## config.mk

```make
export PLATFORM = sky130hd
export DESIGN_NAME = matb_queue
export DESIGN_NICKNAME = d
export VERILOG_FILES = /design/src/rtl/core/matb_pkg.sv /design/src/rtl/core/matb_queue.sv
export SDC_FILE = /design/constraint.sdc
export NUM_CORES = 1
export LEC_CHECK = 0
export ABC_AREA = 0
export BUFFER_PORTS_ARGS = -buffer_cell sky130_fd_sc_hd__buf_2
export CORE_MARGIN = 1
export CORE_UTILIZATION = 62
export CTS_BUF_LIST = sky130_fd_sc_hd__clkbuf_4
export DETAILED_ROUTE_END_ITERATION = 12
export PLACE_DENSITY = 0.93
export SYNTH_ARGS = -nofsm -noshare
export SYNTH_HDL_FRONTEND = slang
export SYNTH_SLANG_ARGS = --single-unit
```

## constraint.sdc

```tcl
create_clock -name clock -period 3.5 [get_ports clock]
set_input_delay 0.175 -clock clock [delete_from_list [all_inputs] [get_ports clock]]
set_output_delay 0.175 -clock clock [all_outputs]
set_load 0.01 [all_outputs]
```

## src/rtl/core/matb_pkg.sv

```systemverilog
`default_nettype none

package matb_pkg;

   localparam int VERTEX_W            = 12;
   localparam int SLOT_FIELD_W        = 5;
   localparam int SLOT_BITS           = VERTEX_W + 1;
   localparam int COUNT_W             = 3;
   localparam int INSERTS_PER_TRI     = 6;
   localparam int QUEUE_DEPTH         = 4;
   localparam int DEF_MAX_NEIGHBOURS  = 32;
   localparam int DEF_VERTEX_CAPACITY = 4096;

   typedef enum logic [1:0] {
      ACT_ADD   = 2'd0,
      ACT_READ  = 2'd1,
      ACT_CLEAR = 2'd2,
      ACT_NONE  = 2'd3
   } action_type;

   typedef enum logic [2:0] {
      OP_INSERT,
      OP_INSERT_LAST,
      OP_READ,
      OP_CLEAR,
      OP_NOP
   } op_kind_type;

   typedef enum logic {
      BK_CLEAR,
      BK_RUN
   } back_state_type;

   typedef logic [SLOT_BITS-1:0] slot_type;

   typedef struct packed {
      action_type              action;
      logic [VERTEX_W-1:0]     vertex_a;
      logic [VERTEX_W-1:0]     vertex_b;
      logic [VERTEX_W-1:0]     vertex_c;
      logic [VERTEX_W-1:0]     query_vertex;
      logic [SLOT_FIELD_W-1:0] query_slot;
   } req_type;

   typedef struct packed {
      logic [VERTEX_W-1:0] neighbour_vertex;
      logic                neighbour_present;
      logic [COUNT_W-1:0]  edges_added;
      logic [COUNT_W-1:0]  edges_dropped;
   } rsp_type;

   // one unit of back-end work
   typedef struct packed {
      op_kind_type             kind;
      logic                    skip;
      logic [VERTEX_W-1:0]     owner;
      logic [VERTEX_W-1:0]     value;
      logic [SLOT_FIELD_W-1:0] slot;
   } op_type;

   typedef struct packed {
      logic   full;
      logic   empty;
      op_type head;
   } queue_status_type;

endpackage

`default_nettype wire

```

## src/rtl/core/matb_queue.sv

```systemverilog
`default_nettype none

module matb_queue
   import matb_pkg::*;
(
   input  wire logic      clock,
   input  wire logic      reset,
   input  wire logic      push,
   input  wire op_type    push_op,
   input  wire logic      pop,
   output queue_status_type status
);

   localparam int PTR_W = $clog2(QUEUE_DEPTH);

   op_type             entry_ff [QUEUE_DEPTH];
   logic [PTR_W-1:0]   wr_ptr_ff, wr_ptr_in;
   logic [PTR_W-1:0]   rd_ptr_ff, rd_ptr_in;
   logic [PTR_W:0]     count_ff, count_in;
   logic               do_push;
   logic               do_pop;

   always_comb begin
      status.full  = (count_ff == (PTR_W + 1)'(QUEUE_DEPTH));
      status.empty = (count_ff == '0);
      status.head  = entry_ff[rd_ptr_ff];

      do_push = push && !status.full;
      do_pop  = pop && !status.empty;

      wr_ptr_in = wr_ptr_ff;
      rd_ptr_in = rd_ptr_ff;
      if (do_push) begin
         wr_ptr_in = (wr_ptr_ff == PTR_W'(QUEUE_DEPTH - 1)) ? '0 : wr_ptr_ff + 1'b1;
      end
      if (do_pop) begin
         rd_ptr_in = (rd_ptr_ff == PTR_W'(QUEUE_DEPTH - 1)) ? '0 : rd_ptr_ff + 1'b1;
      end

      count_in = count_ff;
      if (do_push && !do_pop) begin
         count_in = count_ff + 1'b1;
      end else if (do_pop && !do_push) begin
         count_in = count_ff - 1'b1;
      end
   end

   always_ff @(posedge clock) begin
      if (reset) begin
         wr_ptr_ff <= '0;
         rd_ptr_ff <= '0;
         count_ff  <= '0;
      end else begin
         wr_ptr_ff <= wr_ptr_in;
         rd_ptr_ff <= rd_ptr_in;
         count_ff  <= count_in;
      end
      if (do_push) begin
         entry_ff[wr_ptr_ff] <= push_op;
      end
   end

endmodule

`default_nettype wire

```

==> results.cfg <==
[setup_path]
worst_setup_path_start_kind = register
critPathMaxFanout = 18
cp-end-kind = output pin
cp.arrival_ns = 2.38
worst_ep_required_time_ns = 3.32
crit_type = reg2out

[clock_network]
cts.htree.levels = 4
clkSinkCount = 141
cts_buffers = 17
cts_resized = 0
clk_path_buf_depth = 2
cts_tree = yes
clk_pin_slew_ns = 0.12
clock_latency_ns = 0.50
cts_root_buffer = clkbuf_4

[timing]
fin_setup_tns_ns = 0
fmax_mhz = 391
grt_setup_unrepaired = false
fin_skew_ns = 0.0156
post-route-period-util_pct = 73.0
max_slew_margin_pct = 41.8
slew_violations = 0
hold_viol_final = 0
fin_crit_ns = 2.55
finalSetupViolCount = 0
worstMarginPinSlew_ns = 0.872

[floorplanning]
dieArea_sq_um = 8840
die_y_um = 94.0
fp.dieW_um = 94.0
io_pins = 72
coreArea_sq_um = 8220
start_util_pct = 63.9
rows = 33

[synth]
syn-num-nets = 267
ys_seq_area_share_pct = 79.0
synthCells = 223
syn_area_sq_um = 5250
yosys_warnings = 0
yosysUniqueCellTypes = 27
ys_ff_latch = 141
synth.area.top_cells = edfxtp_1, mux4_2, dfxtp_1
avgSynthCellArea_sq_um = 23.5
synth_top_area_share_pct = 75.5
synth_top_area_cell = edfxtp_1

[layout]
nets = 384
drive_gt1_share_pct = 41.9
post-route-util_pct = 77.0
ff_latch_area_sq_um = 4150
fillCellCount = 458
antenna_cells = 0
area_growth_pct = 20.5
multi_input_area_sq_um = 1020

[global_routing]
grt_pass1_wl_um = 13400
grt_antenna_before_repair = 0
grt_usage_pct = 21.8
grt.overflow.total = 0
grt_pass1_vias = 2741
grt_max_degree = 34

[hold_path]
min_path_type = in2reg

[placement]
gp_congestion = 0.702
portBuffers = 71
dp.final_hpwl_um = 5030

[route]
wl_um = 8650
vias = 2557
wl_per_cell_um = 18.9
drt-initial-drc-count = 81
first_pass_iters = 4
viasPerCell = 5.58
drc = 0
ant_nets = 0

[status]
outcome = complete, no violations

[power_and_ir_drop]
power.density_nw_per_um2 = 640
p_leak_nw = 2.19
ir_drop_uv = 397

[run]
maxCapViolCount = 0
## logic make-up after synthesis
kind of cell | after synthesis | share of synthesized area (%)
simple gates | 16 | 1.79
buf+inv | 15 | 1.62
xor+xnor | 2 | 0.334
compound gates | 7 | 0.953
fa+ha+maj | 7 | 1.81
mux | 35 | 14.5
flops | 141 | 79.0
## report_power, final
| group | total [W] | switching, W | internal (W) |
|---|---|---|---|
| registers | 0.00216 | 0.000120 | 0.00204 |
| clock network | 0.00100 | 0.000562 | 0.000443 |
| logic | 0.000881 | 0.000421 | 0.000461 |
## final cells by class
type                    instances  area share, %
clock inverters                13           2.25
multi-input cells              67           16.1
clock buffers                  19           2.25
well taps                     105           2.08
inverters                       5          0.376
flip-flops and latches        141           65.5
repair buffers                108           11.4
## layout by cell type (no fill, tap or decap), types with 3 or more instances in the layout
master	n
buf_2	71
dlygate4sd3_1	35
inv_1	4
clkinv_4	4
a21oi_1	3
edfxtp_1	132
and3_2	4
clkinvlp_4	4
clkbuf_4	19
dfxtp_1	7
nor2_1	3
ha_1	6
mux4_2	33
## worst paths after layout
kind | depth (start not counted) | slack (ns) | end | startpoint
setup reg to reg | 9 | 1.08 | count_ff[2] | count_ff[0]
setup / recovery | 3 | 0.95 | status[21] | register
hold / removal | 4 | 0.08 | register | pop
hold reg to reg | 2 | 0.53 | register | rd_ptr_ff[0]
## cell usage after synthesis
library cell and instances:
edfxtp_1 132, mux4_2 33, dfxtp_1 9, ha_1 6, and3_2 4, buf_2 4
inv_1 4, a21oi_1 3, buf_4 3, nor2_1 3, mux2i_1 2, nand3_1 2
nor3_1 2, o31ai_2 2, xor2_1 2, buf_1 1, buf_6 1, clkbuf_1 1
clkinv_4 1, fa_1 1, nand2_1 1, nor2_2 1, o21ai_0 1, o21ai_1 1
or3_1 1, or3_2 1, or3b_1 1
## registers in the layout, indices dropped and copies added, names as in the netlist, named ones only
signal / count
entry_ff: 132
count_ff: 3
rd_ptr_ff: 2
wr_ptr_ff: 2
## routing by layer
metal  up-vias  global-route usage [%]  routed length (um)
met1      1291                    25.5                3570
li1       1168                       -                   -
met2        82                    37.5                4560
met4         0                    9.10                 160
met3        16                    6.55                 368
met5         -                       0                   0
## worst max-delay path, cell delays in order, from the launching register on
cell	delay, ns
dfxtp_2	0.75
buf_4	0.41
mux4_2	0.56
buf_2	0.16
## metrics by stage
step | instance area (sq um) | std cells | hold WS (ns) | total power, W | setup WS [ns]
2_1_floorplan | 5250 | 223 | 0.274 | 0.00276 | 1.31
3_3_place_gp | 5690 | 391 | 0.384 | 0.00303 | 1.22
3_5_place_dp | 5690 | 391 | 0.394 | 0.00307 | 1.10
4_1_cts | 6330 | 458 | 0.0313 | 0.00409 | 0.823
5_1_grt | 6330 | 458 | 0.0562 | 0.00424 | 0.704
6_report | 6330 | 458 | 0.0777 | 0.00405 | 0.946
## repair_timing
action / CTS / global route
hold buffers: 35 / 0
buffers inserted: 0 / 0
endpoints found under the hold margin: 141 / 0
(Power assumes the default switching activity.)
