$ cat config.mk
export PLATFORM = sky130hd
export DESIGN_NAME = matb_front
export DESIGN_NICKNAME = d
export VERILOG_FILES = /design/src/rtl/core/matb_pkg.sv /design/src/rtl/core/matb_front.sv
export SDC_FILE = /design/constraint.sdc
export NUM_CORES = 1
export LEC_CHECK = 0
export ABC_AREA = 1
export BUFFER_PORTS_ARGS = -buffer_cell sky130_fd_sc_hd__buf_4
export CAP_MARGIN = 20
export CORE_AREA = 2 2 97 122
export CTS_CLUSTER_SIZE = 8
export DETAILED_ROUTE_END_ITERATION = 6
export DIE_AREA = 0 0 99 124
export GPL_ROUTABILITY_DRIVEN = 1
export SETUP_SLACK_MARGIN = 0.02
export SYNTH_ARGS = -nofsm -noshare
export SYNTH_HDL_FRONTEND = slang
export SYNTH_SLANG_ARGS = --single-unit
$ cat constraint.sdc
create_clock -name clock -period 2.4 [get_ports clock]
set_input_delay 0.12 -clock clock [delete_from_list [all_inputs] [get_ports clock]]
set_output_delay 0.12 -clock clock [all_outputs]
set_load 0.005 [all_outputs]
$ cat src/rtl/core/matb_pkg.sv
`default_nettype none

package matb_pkg;

   localparam int VERTEX_W            = 12;
   localparam int SLOT_FIELD_W        = 5;
   localparam int SLOT_BITS           = VERTEX_W + 1;
   localparam int COUNT_W             = 3;
   localparam int INSERTS_PER_TRI     = 6;
   localparam int QUEUE_DEPTH         = 4;
   localparam int DEF_MAX_NEIGHBOURS  = 32;
   localparam int DEF_VERTEX_CAPACITY = 4096;

   typedef enum logic [1:0] {
      ACT_ADD   = 2'd0,
      ACT_READ  = 2'd1,
      ACT_CLEAR = 2'd2,
      ACT_NONE  = 2'd3
   } action_type;

   typedef enum logic [2:0] {
      OP_INSERT,
      OP_INSERT_LAST,
      OP_READ,
      OP_CLEAR,
      OP_NOP
   } op_kind_type;

   typedef enum logic {
      BK_CLEAR,
      BK_RUN
   } back_state_type;

   typedef logic [SLOT_BITS-1:0] slot_type;

   typedef struct packed {
      action_type              action;
      logic [VERTEX_W-1:0]     vertex_a;
      logic [VERTEX_W-1:0]     vertex_b;
      logic [VERTEX_W-1:0]     vertex_c;
      logic [VERTEX_W-1:0]     query_vertex;
      logic [SLOT_FIELD_W-1:0] query_slot;
   } req_type;

   typedef struct packed {
      logic [VERTEX_W-1:0] neighbour_vertex;
      logic                neighbour_present;
      logic [COUNT_W-1:0]  edges_added;
      logic [COUNT_W-1:0]  edges_dropped;
   } rsp_type;

   // one unit of back-end work
   typedef struct packed {
      op_kind_type             kind;
      logic                    skip;
      logic [VERTEX_W-1:0]     owner;
      logic [VERTEX_W-1:0]     value;
      logic [SLOT_FIELD_W-1:0] slot;
   } op_type;

   typedef struct packed {
      logic   full;
      logic   empty;
      op_type head;
   } queue_status_type;

endpackage

`default_nettype wire

$ cat src/rtl/core/matb_front.sv
`default_nettype none

module matb_front
   import matb_pkg::*;
#(
   parameter int MAX_NEIGHBOURS  = DEF_MAX_NEIGHBOURS,
   parameter int VERTEX_CAPACITY = DEF_VERTEX_CAPACITY
) (
   input  wire logic             clock,
   input  wire logic             reset,
   input  wire logic             start,
   output logic                  busy,
   input  wire req_type          req_data,
   input  wire queue_status_type q_status,
   output logic                  q_push,
   output op_type                q_op
);

   localparam int CMP_W = 18;
   localparam int IDX_W = 3;

   logic              pend_valid_ff, pend_valid_in;
   logic [IDX_W-1:0]  idx_ff, idx_in;
   req_type           item_ff, item_in;

   logic              last;
   logic              accept;
   logic [VERTEX_W-1:0] owner;
   logic [VERTEX_W-1:0] value;

   always_comb begin
      owner = item_ff.vertex_a;
      value = item_ff.vertex_b;
      case (idx_ff)
         3'd0: begin
            owner = item_ff.vertex_a;
            value = item_ff.vertex_b;
         end
         3'd1: begin
            owner = item_ff.vertex_b;
            value = item_ff.vertex_a;
         end
         3'd2: begin
            owner = item_ff.vertex_a;
            value = item_ff.vertex_c;
         end
         3'd3: begin
            owner = item_ff.vertex_c;
            value = item_ff.vertex_a;
         end
         3'd4: begin
            owner = item_ff.vertex_b;
            value = item_ff.vertex_c;
         end
         default: begin
            owner = item_ff.vertex_c;
            value = item_ff.vertex_b;
         end
      endcase

      q_op       = '0;
      q_op.owner = owner;
      q_op.value = value;
      last       = 1'b1;
      case (item_ff.action)
         ACT_ADD: begin
            last       = (idx_ff == IDX_W'(INSERTS_PER_TRI - 1));
            q_op.kind  = last ? OP_INSERT_LAST : OP_INSERT;
            q_op.skip  = !(CMP_W'(owner) < CMP_W'(VERTEX_CAPACITY));
         end
         ACT_READ: begin
            q_op.kind  = OP_READ;
            q_op.owner = item_ff.query_vertex;
            q_op.slot  = item_ff.query_slot;
            q_op.skip  = !(CMP_W'(item_ff.query_vertex) < CMP_W'(VERTEX_CAPACITY)) ||
                         !(CMP_W'(item_ff.query_slot) < CMP_W'(MAX_NEIGHBOURS));
         end
         ACT_CLEAR: begin
            q_op.kind  = OP_CLEAR;
         end
         default: begin
            q_op.kind  = OP_NOP;
         end
      endcase

      q_push = pend_valid_ff && !q_status.full;
      // free again in the cycle the item's final op goes into the queue
      busy   = pend_valid_ff && !(q_push && last);
      accept = start && !busy;

      pend_valid_in = pend_valid_ff;
      idx_in        = idx_ff;
      item_in       = item_ff;
      if (accept) begin
         pend_valid_in = 1'b1;
         idx_in        = '0;
         item_in       = req_data;
      end else if (q_push) begin
         if (last) begin
            pend_valid_in = 1'b0;
         end else begin
            idx_in = idx_ff + 1'b1;
         end
      end
   end

   always_ff @(posedge clock) begin
      if (reset) begin
         pend_valid_ff <= 1'b0;
         idx_ff        <= '0;
      end else begin
         pend_valid_ff <= pend_valid_in;
         idx_ff        <= idx_in;
      end
      item_ff <= item_in;
   end

endmodule

`default_nettype wire

==> results of run 1 <==
==> cell usage after synthesis (all sizes together) (2+ instances only) <==
cell type	number
clkbuf	2
nand3	48
buf	9
edfxtp	55
nor2	57
dfxtp	4
inv	32
o21ai	2
ha	8
nand2	55
nor3	2
==> flip-flops by register name, summed over array words and instances, names as in the netlist <==
name           flops
item_ff           55
pend_valid_ff      1
idx_ff             3
==> worst max-delay path: stages (launching register included) <==
cell and delay (ns):
dfxtp_1 0.35, inv_1 0.10, ha_1 0.24, inv_1 0.08, nand2_1 0.38, nand3_1 0.20, nand3_1 0.09, nor2_1 0.16
nor2_1 0.06, buf_4 0.13
==> final cells by class <==
cell class	instances	area, um^2	share of cell area (%)
repair buffers	157	1344	29.91
flip-flops and latches	59	1732	38.54
clock buffers	9	225.2	5.013
clock inverters	7	82.58	1.838
well taps	135	168.9	3.759
inverters	32	123.9	2.757
multi-input cells	177	817.0	18.18
==> cell families after synthesis <==
| kind of cell | after synthesis | share of synthesized area, % |
|---|---|---|
| and+or+nand+nor | 162 | 24.72 |
| adders and majority gates | 8 | 3.677 |
| buffers and inverters | 43 | 6.479 |
| AOI/OAI and AO/OA | 5 | 1.057 |
| other | 1 | 0.1377 |
| xor gates and xnor gates | 1 | 0.3217 |
| DFF | 59 | 63.60 |
==> power by group through the flow <==
| stage | Combinational, mW | Sequential (mW) | Clock [mW] |
|---|---|---|---|
| after global placement | 0.286 | 1.25 | 0 |
| final | 0.359 | 1.23 | 1.32 |
| after CTS | 0.365 | 1.23 | 1.35 |
| after detailed placement | 0.290 | 1.25 | 0 |
| after global routing | 0.395 | 1.23 | 1.40 |
| after floorplan | 0.107 | 1.24 | 0 |
==> through the flow <==
step | instance area, um^2 | utilization [%] | instances | power [mW]
CTS | 4491 | 40.71 | 576 | 2.944
global route | 4493 | 40.74 | 576 | 3.027
floorplan | 2726 | - | 279 | 1.349
detailed placement | 3622 | 32.84 | 504 | 1.538
finish | 4493 | 40.74 | 576 | 2.905
global placement | 3622 | 32.84 | 504 | 1.532
==> per-layer routing <==
| layer | wire length (um) | track usage, % | share of wire, % |
|---|---|---|---|
| met5 | 0 | 0 | 0 |
| met2 | 3995 | 22.00 | 50 |
| met3 | 340 | 2.918 | 4.2 |
| met1 | 3494 | 15.86 | 43 |
| met4 | 223 | 6.164 | 2.8 |
==> timing repair <==
item	in CTS	in global routing
hold buffers	56	0
gates resized for setup	0	1
hold endpoints to repair	56	0
buffers inserted	0	0
setup endpoints to repair	0	9
==> final timing paths <==
check | endpoint | cells past startpoint
max | q_op[19] | 9
min | pend_valid_ff$_SDFFE_PP0P_ | 3
max reg2reg | item_ff[33]$_DFFE_PP_ | 9
min reg2reg | pend_valid_ff$_SDFFE_PP0P_ | 2
==> summary.txt, run 1 <==
Status
  • Status: completed

Clock tree
  • Worst-path clk slew: ~0.05 ns
  • CTS Root Buffer Type: clkbuf_16
  • CTS H-tree lvls: 3
  • CTS sink cnt: between 50 and 60
  • CTS buffer count: 9
  • CTS max path bufs: 2
  • Clock Latency Late Sink: approximately 0.32 ns
  • TritonCTS clock tree: done

STA
  • Final Hold Violating Endpoints: 0
  • Fin crit share: 92.93%
  • Slew Limit Fails: 0
  • Setup repair after global routing missed its margin: no
  • Setup TNS: 0 ns
  • Slew @ Worst Pin: between 0.6 and 0.7 ns
  • Post-Route Skew: about 0.0062 ns
  • Setup ws final: around 0.17 ns
  • Slew HR: slightly below 60%
  • Hold WS: 0.1598 ns
  • Minimum clock period: between 2 and 2.5 ns
  • Final setup violation count: 0
  • Fmax: 448.4 MHz

Synthesis
  • Syn nets: between 300 and 400
  • Share of the synthesized area in the top cell type: between 60% and 70%
  • EDFF count, synth: 55
  • Post-Syn Area: between 2000 and 3000 um^2
  • Ys async rst share: 0%
  • Register area share after synthesis: 63.60%
  • Ys flop type: edfxtp_1
  • Gate Count Post-Synth: 279
  • Seq cells post-synth: 59
  • Synth area leader: edfxtp_1
  • Synth area leaders: edfxtp_1 (61%), nand3_1 (8.8%), nor2_1 (7.9%), nand2_1 (7.4%), inv_1 (4.3%)
  • Yosys cell types: 20
  • Synth warn: 0
  • Mean Syn Cell Area: slightly below 10 um^2

Drt
  • Detailed-route via count: ~2,500
  • Drt wl/cell: around 14 um
  • Drt total wl: 8.054 mm
  • Routed Antenna Nets: 0
  • DRT Pass-1 Iters: 4
  • Initial DRC count: between 100 and 150
  • Post-DR vias/cell: approximately 4.3
  • DRC viols: 0

GRT
  • Antenna violations before repair: 0
  • First-pass GRT wire length: around 12 mm
  • Pin count of the biggest net entering global routing: 25
  • Global Route Usage Sum: roughly an eighth
  • Global route total overflow: 0
  • Vias in the first global route: 2,519

Pwr
  • Int Pwr: around 2.3 mW
  • Static Leakage: 2.022 nW
  • PwrDens: approximately 650 nW/um^2
  • Clock share of power: between 40% and 50%
  • Worst VDD drop: 0.3631 mV
  • Sequential share of power: ~42%
  • Sw Ratio: 20.45%
  • Net switching power: ~0.59 mW
  • Combinational share of power: approximately an eighth

Cells and area
  • Fraction of final layout cells sized beyond drive strength 1: a little over a quarter
  • Most common cell after layout, fill and taps aside: buf_4
  • N_diodes: 0
  • Most frequent cells in the layout: buf_4 (99), nor2_1 (57), dlygate4sd3_1 (56), edfxtp_1 (55), nand2_1 (53)
  • Fillers: 1,047
  • Area delta synth->final: 65.03%
  • Nets: ~540

Flow run
  • Total of max-cap violations: 0

Die
  • # IOs: 128
  • Core Region: around 11,000 um^2
  • DIE AREA: between 10,000 and 15,000 um^2
  • FP Rows: 43
  • Die height: about 120 um
  • Starting Density: around a quarter
  • Width of the die: 99 um

Placement
  • Hpwl dp: between 5 and 6 mm
  • Pre-CTS setup slack: roughly 0.30 ns
  • Port Buf Inserts: 92
  • RePlAce Congestion: just over 0.7

Setup path
  • Crit path capture type: output port
  • Req. time, crit path: around 2.3 ns
  • Max FO, Critical Path: 12
  • Setup crit start kind: flip-flop
  • Kind of critical path: flip-flop to output port
  • Flop2flop setup slack: 0.34 ns
  • Critical Path Start: idx_ff[0]$_SDFFE_PP0P_
  • Reg-to-Reg Start: idx_ff[1]$_SDFFE_PP0P_
  • Crit path DAT: between 2 and 2.5 ns

Hold path
  • Hold Crit Start: start
  • Worst hold path type: input port to flip-flop
(Power assumes the default switching activity.)
==> inputs of run 2 (changes only) <==
--- a/config.mk
+++ b/config.mk
@@ -5,14 +5,15 @@
 export SDC_FILE = /design/constraint.sdc
 export NUM_CORES = 1
 export LEC_CHECK = 0
-export ABC_AREA = 1
 export BUFFER_PORTS_ARGS = -buffer_cell sky130_fd_sc_hd__buf_4
 export CAP_MARGIN = 20
-export CORE_AREA = 2 2 97 122
+export CORE_AREA = 2 2 98 123
+export CTS_CLUSTER_DIAMETER = 60
 export CTS_CLUSTER_SIZE = 8
 export DETAILED_ROUTE_END_ITERATION = 6
-export DIE_AREA = 0 0 99 124
+export DIE_AREA = 0 0 100 125
 export GPL_ROUTABILITY_DRIVEN = 1
+export PLACE_DENSITY = 0.45
 export SETUP_SLACK_MARGIN = 0.02
 export SYNTH_ARGS = -nofsm -noshare
 export SYNTH_HDL_FRONTEND = slang
==> run 2 against run 1 <==
Hold slack got worse by 0.069 ns. Clock power fell by 15%. Combinational power rose by 4%. Non-clock buffer count rose by 5. Final cell count fell by 13%. Critical path type unchanged. Highest routed layer unchanged. Largest power group is now sequential cells. Sequential power barely moved. Critical path depth fell by 2. Register-to-register slack barely moved. Clock skew rose by 0.0014 ns. Core utilization fell by 1.2 points. Synthesized cell count fell by 29%. Final area rose by 0.72%.
==> summary.txt, run 2 <==
Synthesis
  • Top cells by count, synth: edfxtp_1 (55), a221o_1 (12), a32oi_1 (12), nor2b_1 (12), inv_1 (11)
  • Share of the synthesized area in the top cell type: 59.43% (-1.2 points)
  • Mean Syn Cell Area: 13.96 um^2 (+43%)
  • Synth area leader: edfxtp_1
  • Syn nets: 300 (-21%)
  • Ys flop type: edfxtp_1
  • Yosys cell types: 35 (+75%)
  • EDFF count, synth: 55 (unchanged)
  • Gate Count Post-Synth: 199 (-29%)
  • Seq cells post-synth: 59 (unchanged)
  • Ys async rst share: 0% (unchanged)
  • Post-Syn Area: 2779 um^2 (+2.1%)
  • Register area share after synthesis: 62.31% (-1.3 points)
  • Most numerous cell in the Yosys netlist: edfxtp_1
  • Synth warn: 0 (unchanged)
  • Synth area leaders: edfxtp_1 (59%), a221o_1 (4.3%), nand4bb_1 (4.1%), a32oi_1 (3.8%), ha_1 (3.6%)

STA
  • Setup repair after global routing missed its margin: no
  • Slew HR: 52.94% (-6.0 points)
  • Fmax: 449.7 MHz (+0.30%)
  • Fin crit share: 92.66% (-0.27 points)
  • Post-Route Skew: 0.007635 ns (+0.001445 ns)
  • Minimum clock period: 2.224 ns (-0.006584 ns)
  • Setup TNS: 0 ns (unchanged)
  • Slew @ Worst Pin: 0.6971 ns (+0.08203 ns)
  • Slew Limit Fails: 0 (unchanged)
  • Final Hold Violating Endpoints: 0 (unchanged)
  • Final setup violation count: 0 (unchanged)

Clock tree
  • CTS Root Buffer Type: clkbuf_16
  • CTS max path bufs: 2 (unchanged)
  • CTS H-tree lvls: 3 (unchanged)
  • CTS buffer count: 9 (unchanged)
  • Worst-path clk slew: 0.05 ns (about the same)
  • Clock Latency Late Sink: 0.33 ns (about the same)
  • TritonCTS clock tree: done
  • CTS sink cnt: 59 (unchanged)

Cells and area
  • Fraction of final layout cells sized beyond drive strength 1: 35.64% (+8.7 points)
  • Most common cell after layout, fill and taps aside: buf_4
  • Biggest regs: item_ff (55), idx_ff (3), pend_valid_ff (1)
  • Post-Route Utilization: 39.52% (-1.2 points)
  • Most frequent cells in the layout: buf_4 (104), dlygate4sd3_1 (56), edfxtp_1 (55), a221o_1 (12), a32oi_1 (12)
  • Max FFs per register: 55 (unchanged)
  • Area delta synth->final: 62.85%
  • Nets: 458 (-15%)
  • Top reg by flops: item_ff
  • N_diodes: 0 (unchanged)

Setup path
  • Crit path DAT: 2.10 ns (about the same)
  • Reg-to-Reg Start: item_ff[53]$_DFFE_PP_
  • Max FO, Critical Path: 12 (unchanged)
  • Reg-to-Reg End: item_ff[0]$_DFFE_PP_
  • Flop2flop setup slack: 0.34 ns (about the same)
  • FF-to-FF path depth: 6 (-3)
  • Req. time, crit path: 2.28 ns (about the same)
  • Setup crit start kind: flip-flop
  • Crit path capture type: output port
  • Kind of critical path: flip-flop to output port

GRT
  • Global route total overflow: 0 (unchanged)
  • Pin count of the biggest net entering global routing: 54 (+120%)
  • First-pass GRT wire length: 12.90 mm (+6.9%)
  • Global Route Usage Sum: 13.99% (+0.94 points)
  • Antenna violations before repair: 0 (unchanged)
  • Vias in the first global route: 2,468 (-2.0%)

Die
  • DIE AREA: 12,500 um^2 (+1.8%)
  • # IOs: 128 (unchanged)
  • Width of the die: 100 um (+1.0%)
  • Die height: 125 um (+0.81%)
  • Core Region: 11,450 um^2 (+3.8%)
  • Starting Density: 24.27% (-0.42 points)
  • FP Rows: 44 (+2.3%)

Hold path
  • End of the worst hold path: pend_valid_ff$_SDFFE_PP0P_
  • Hold depth: 3 (unchanged)
  • Worst hold path type: input port to flip-flop
  • Hold Crit Start: start

Status
  • Status: completed

Drt
  • Detailed-route via count: 2,358 (-5.2%)
  • DRC viols: 0 (unchanged)
  • Initial DRC count: 103 (unchanged)
  • Drt total wl: 8.497 mm (+5.5%)
  • Drt wl/cell: 16.99 um (+22%)
  • DRT Pass-1 Iters: 4 (unchanged)
  • Routed Antenna Nets: 0 (unchanged)
  • Post-DR vias/cell: 4.716 (+9.2%)

Pwr
  • PwrDens: 601.1 nW/um^2 (-7.0%)
  • Static Leakage: 1.791 nW (-11%)
  • Worst VDD drop: 0.3268 mV (-10%)

Placement
  • Port Buf Inserts: 92 (unchanged)
  • RePlAce Congestion: 0.7220 (+0.43%)
  • Hpwl dp: 5.394 mm (+2.2%)

Flow run
  • Total of max-cap violations: 0 (unchanged)
## run 2: cell types whose count changed after synthesis, sizes merged, moves of 4 or more
cell / before / now
nor2b: 0 / 12
and2: 0 / 7
nor2: 57 / 0
o21ai: 2 / 6
nand2: 55 / 0
inv: 32 / 11
nand3: 48 / 2
a22oi: 0 / 10
nand4bb: 0 / 10
clkbuf: 2 / 9
o211ai: 0 / 10
a32oi: 0 / 12
a221o: 0 / 12
a21oi: 1 / 6
## run 2: worst max-delay path by stage
stage | startpoint | end | cells past startpoint
3_5_place_dp | idx_ff[0]$_SDFFE_PP0P_ | q_op[15] | 6
3_3_place_gp | idx_ff[0]$_SDFFE_PP0P_ | q_op[15] | 6
6_report | idx_ff[0]$_SDFFE_PP0P_ | q_op[5] | 7
4_1_cts | idx_ff[2]$_SDFFE_PP0P_ | q_op[15] | 5
2_1_floorplan | item_ff[53]$_DFFE_PP_ | item_ff[0]$_DFFE_PP_ | 5
5_1_grt | idx_ff[1]$_SDFFE_PP0P_ | q_op[28] | 8
## run 2: final cells by class
class	count	area, um^2
clock buffer	11	232.7
clock inverter	5	20.02
fill	1131	6925
inverter	11	41.29
multi-input combinational	114	953.4
sequential	59	1733
tap	138	172.7
timing repair buffer	162	1373
## run 2: cells by family after synthesis
group,share of synthesized area [%]
AOI/OAI and AO/OA,17.70
adders and majority gates,3.602
buffers and inverters,4.232
DFF,62.31
muxes,0.3602
other,0.1349
and+or+nand+nor,11.66
## run 2: per-layer routing
layer  vias up  wire length [um]  global-route usage, %
li1       1112                 -                      -
met2        69              4439                  24.24
met1      1162              3565                  16.47
met3        15               305                  3.074
met4         0               187                  6.124
met5         -                 0                      0
## run 2: what timing repair did
action / in CTS / in global routing
setup buffers: 4 / 0
gates resized for setup: 3 / 5
hold endpoints to repair: 56 / 0
hold buffers: 56 / 0
setup endpoints to repair: 22 / 22
## run 2: through the flow
stage	total power, mW	instances	worst slack (ns)	cell area, um^2	hold slack, ns
floorplan	1.354	199	0.1797	2780	0.1891
global placement	1.544	424	-0.006054	3659	0.2937
detailed placement	1.549	424	-0.01184	3659	0.2972
CTS	2.746	500	0.01789	4511	0.07477
global route	2.820	500	0.03742	4526	0.1124
finish	2.720	500	0.1762	4526	0.09037
## run 2: power by group
part	internal [mW]	switching, mW	leakage, nW
registers	1.20	0.0283	0.563
clock network	0.681	0.437	0.123
logic	0.231	0.144	1.10
## run 2: critical path, stage by stage, from the launching register on
cell	delay (ns)
dfxtp_1	0.39
inv_1	0.10
ha_1	0.26
mux2i_2	0.21
buf_6	0.20
and2b_1	0.20
a221o_1	0.27
buf_4	0.14
==> inputs of run 3 (changes only) <==
--- a/config.mk
+++ b/config.mk
@@ -5,13 +5,14 @@
 export SDC_FILE = /design/constraint.sdc
 export NUM_CORES = 1
 export LEC_CHECK = 0
+export ABC_AREA = 1
 export BUFFER_PORTS_ARGS = -buffer_cell sky130_fd_sc_hd__buf_4
 export CAP_MARGIN = 20
-export CORE_AREA = 2 2 98 123
+export CORE_AREA = 2 2 97 122
 export CTS_CLUSTER_DIAMETER = 60
 export CTS_CLUSTER_SIZE = 8
 export DETAILED_ROUTE_END_ITERATION = 6
-export DIE_AREA = 0 0 100 125
+export DIE_AREA = 0 0 99 124
 export GPL_ROUTABILITY_DRIVEN = 1
 export PLACE_DENSITY = 0.45
 export SETUP_SLACK_MARGIN = 0.02
==> run 3 against run 2 <==
Largest cell class unchanged. Via count rose by 2.0%. Non-clock buffer count fell by 2. Clock power rose by 28%. Sequential power barely moved. Hold slack improved by 0.067 ns. Maximum frequency rose by 1.4%. Sequential share of layout area fell by 0.18 points. First-iteration DRC count fell by 34%.
==> summary.txt, run 3 (synthesis results as in run 1) <==
Status
  • Status: completed

STA
  • Final Hold Violating Endpoints: 0 (unchanged)
  • Slew Limit Fails: 0 (unchanged)
  • Final setup violation count: 0 (unchanged)
  • Post-Route Skew: 0.006467 ns (-0.001167 ns)
  • Setup repair after global routing missed its margin: no
  • Fmax: 455.9 MHz (+1.4%)
  • Slew HR: 65.38% (+12 points)
  • Setup TNS: 0 ns (unchanged)
  • Fin crit share: 91.39% (-1.3 points)
  • Hold WS: 0.1572 ns (+0.06684 ns)
  • Minimum clock period: 2.193 ns (-0.03036 ns)
  • Setup ws final: 0.2066 ns (+0.03036 ns)
  • Slew @ Worst Pin: 0.5180 ns (-0.1791 ns)

Cells and area
  • Top reg by flops: item_ff
  • Fin cells: 579 (+16%)
  • Most frequent cells in the layout: buf_4 (103), nor2_1 (57), dlygate4sd3_1 (56), edfxtp_1 (55), nand2_1 (53)
  • Fillers: 1,101 (-2.7%)
  • Biggest regs: item_ff (55), idx_ff (3), pend_valid_ff (1)
  • Nets: 540 (+18%)
  • Fraction of final layout cells sized beyond drive strength 1: 27.93% (-7.7 points)
  • Max FFs per register: 55 (unchanged)
  • Area delta synth->final: 66.87%
  • N_diodes: 0 (unchanged)
  • Post-route cell area: 4543 um^2 (+0.39%)
  • Post-Route Utilization: 41.19% (+1.7 points)
  • Most common cell after layout, fill and taps aside: buf_4

Clock tree
  • CTS buffer count: 9 (unchanged)
  • TritonCTS clock tree: done
  • CTS sink cnt: 59 (unchanged)
  • Worst-path clk slew: 0.05 ns (about the same)
  • Clock Latency Late Sink: 0.33 ns (about the same)
  • CTS max path bufs: 2 (unchanged)
  • CTS Root Buffer Type: clkbuf_16
  • CTS H-tree lvls: 3 (unchanged)

Drt
  • Detailed-route via count: 2,406 (+2.0%)
  • DRT Pass-1 Iters: 4 (unchanged)
  • DRC viols: 0 (unchanged)
  • Drt total wl: 7.540 mm (-11%)
  • Initial DRC count: 68 (-34%)
  • Post-DR vias/cell: 4.155 (-12%)
  • Drt wl/cell: 13.02 um (-23%)
  • Routed Antenna Nets: 0 (unchanged)

Die
  • # IOs: 128 (unchanged)
  • DIE AREA: 12,280 um^2 (-1.8%)
  • Width of the die: 99 um (-1.0%)
  • FP Rows: 43 (-2.3%)
  • Starting Density: 24.69% (+0.42 points)
  • Die height: 124 um (-0.80%)
  • Core Region: 11,030 um^2 (-3.7%)

Placement
  • Pre-CTS setup slack: 0.4143 ns (+0.4262 ns)
  • Hpwl dp: 5.087 mm (-5.7%)
  • Port Buf Inserts: 92 (unchanged)
  • Placed Cells: 505 (+19%)
  • Placed Instance Area: 3617 um^2 (-1.1%)
  • RePlAce Congestion: 0.6920 (-4.2%)

Setup path
  • Setup crit start kind: flip-flop
  • FF-to-FF path depth: 9 (+3)
  • Req. time, crit path: 2.28 ns (about the same)
  • Flop2flop setup slack: 0.54 ns (+0.20 ns)
  • Crit path capture type: output port
  • Critical Path Start: idx_ff[0]$_SDFFE_PP0P_
  • Kind of critical path: flip-flop to output port
  • Reg-to-Reg Start: idx_ff[1]$_SDFFE_PP0P_
  • CP endpoint: q_op[17]
  • Crit path DAT: 2.07 ns (-0.03 ns)
  • Reg-to-Reg End: item_ff[15]$_DFFE_PP_
  • Max FO, Critical Path: 12 (unchanged)

GRT
  • Global route total overflow: 0 (unchanged)
  • Pin count of the biggest net entering global routing: 33 (-39%)
  • First-pass GRT wire length: 11.75 mm (-8.9%)
  • Global Route Usage Sum: 12.81% (-1.2 points)
  • Antenna violations before repair: 0 (unchanged)
  • Vias in the first global route: 2,454 (-0.57%)

Pwr
  • Static Leakage: 2.046 nW (+14%)
  • PwrDens: 663.5 nW/um^2 (+10%)
  • Worst VDD drop: 0.3410 mV (+4.4%)
  • Final Total Pwr: 3.014 mW (+11%)

Flow run
  • Total of max-cap violations: 0 (unchanged)

Hold path
  • Worst hold path type: input port to flip-flop
## run 3: cell types whose count changed in the layout (fill, tap and decap cells not counted), sizes merged, moves of 19 or more
cell | previous run | this run
nor2 | 0 | 57
nand2 | 0 | 55
nand3 | 2 | 48
inv | 11 | 30
## run 3: what timing repair did
item / CTS / global route
gates resized for setup: 0 / 6
hold buffers: 56 / 0
endpoints found under the hold margin: 56 / 0
setup endpoints to repair: 0 / 23
buffers inserted: 0 / 2
## run 3: cell type report
| type | instances | area [um^2] | share of cell area (%) |
|---|---|---|---|
| clock buffer | 10 | 229.0 | 5.040 |
| clock inverter | 6 | 103.9 | 2.286 |
| inverter | 32 | 130.1 | 2.864 |
| multi-input combinational | 177 | 825.8 | 18.18 |
| sequential | 59 | 1732 | 38.12 |
| tap | 135 | 168.9 | 3.718 |
| timing repair buffer | 160 | 1354 | 29.80 |
## run 3: report_power, final
group          switching, mW  leakage [nW]  total (mW)  internal [mW]
Combinational          0.141          1.32       0.356          0.215
Sequential            0.0243         0.564        1.23           1.20
Clock                  0.427         0.164        1.43           1.01
Total                  0.593          2.05        3.01           2.42
## run 3: how the worst min path moves through the flow
stage | start | end | slack (ns) | depth (start not counted)
after floorplan | reset | pend_valid_ff$_SDFFE_PP0P_ | 0.19 | 1
after global placement | reset | pend_valid_ff$_SDFFE_PP0P_ | 0.29 | 2
after detailed placement | reset | pend_valid_ff$_SDFFE_PP0P_ | 0.29 | 2
after CTS | start | pend_valid_ff$_SDFFE_PP0P_ | 0.14 | 3
after global routing | start | pend_valid_ff$_SDFFE_PP0P_ | 0.19 | 3
final | start | pend_valid_ff$_SDFFE_PP0P_ | 0.16 | 3
## run 3: worst max-delay path: stages, from the launching register on
cell	delay [ns]
dfxtp_1	0.35
inv_1	0.10
ha_1	0.24
inv_1	0.08
nand2_1	0.32
nand3_1	0.17
nand3_1	0.09
nor2_1	0.20
nor2_1	0.07
buf_4	0.14
## run 3: layer usage
layer | vias up | track usage [%] | part of all wire, %
met1 | 1086 | 15.33 | 44
met2 | 73 | 21.37 | 49
li1 | 1239 | - | -
met5 | - | 0 | 0
met4 | 0 | 5.651 | 1.2
met3 | 8 | 3.816 | 5.6
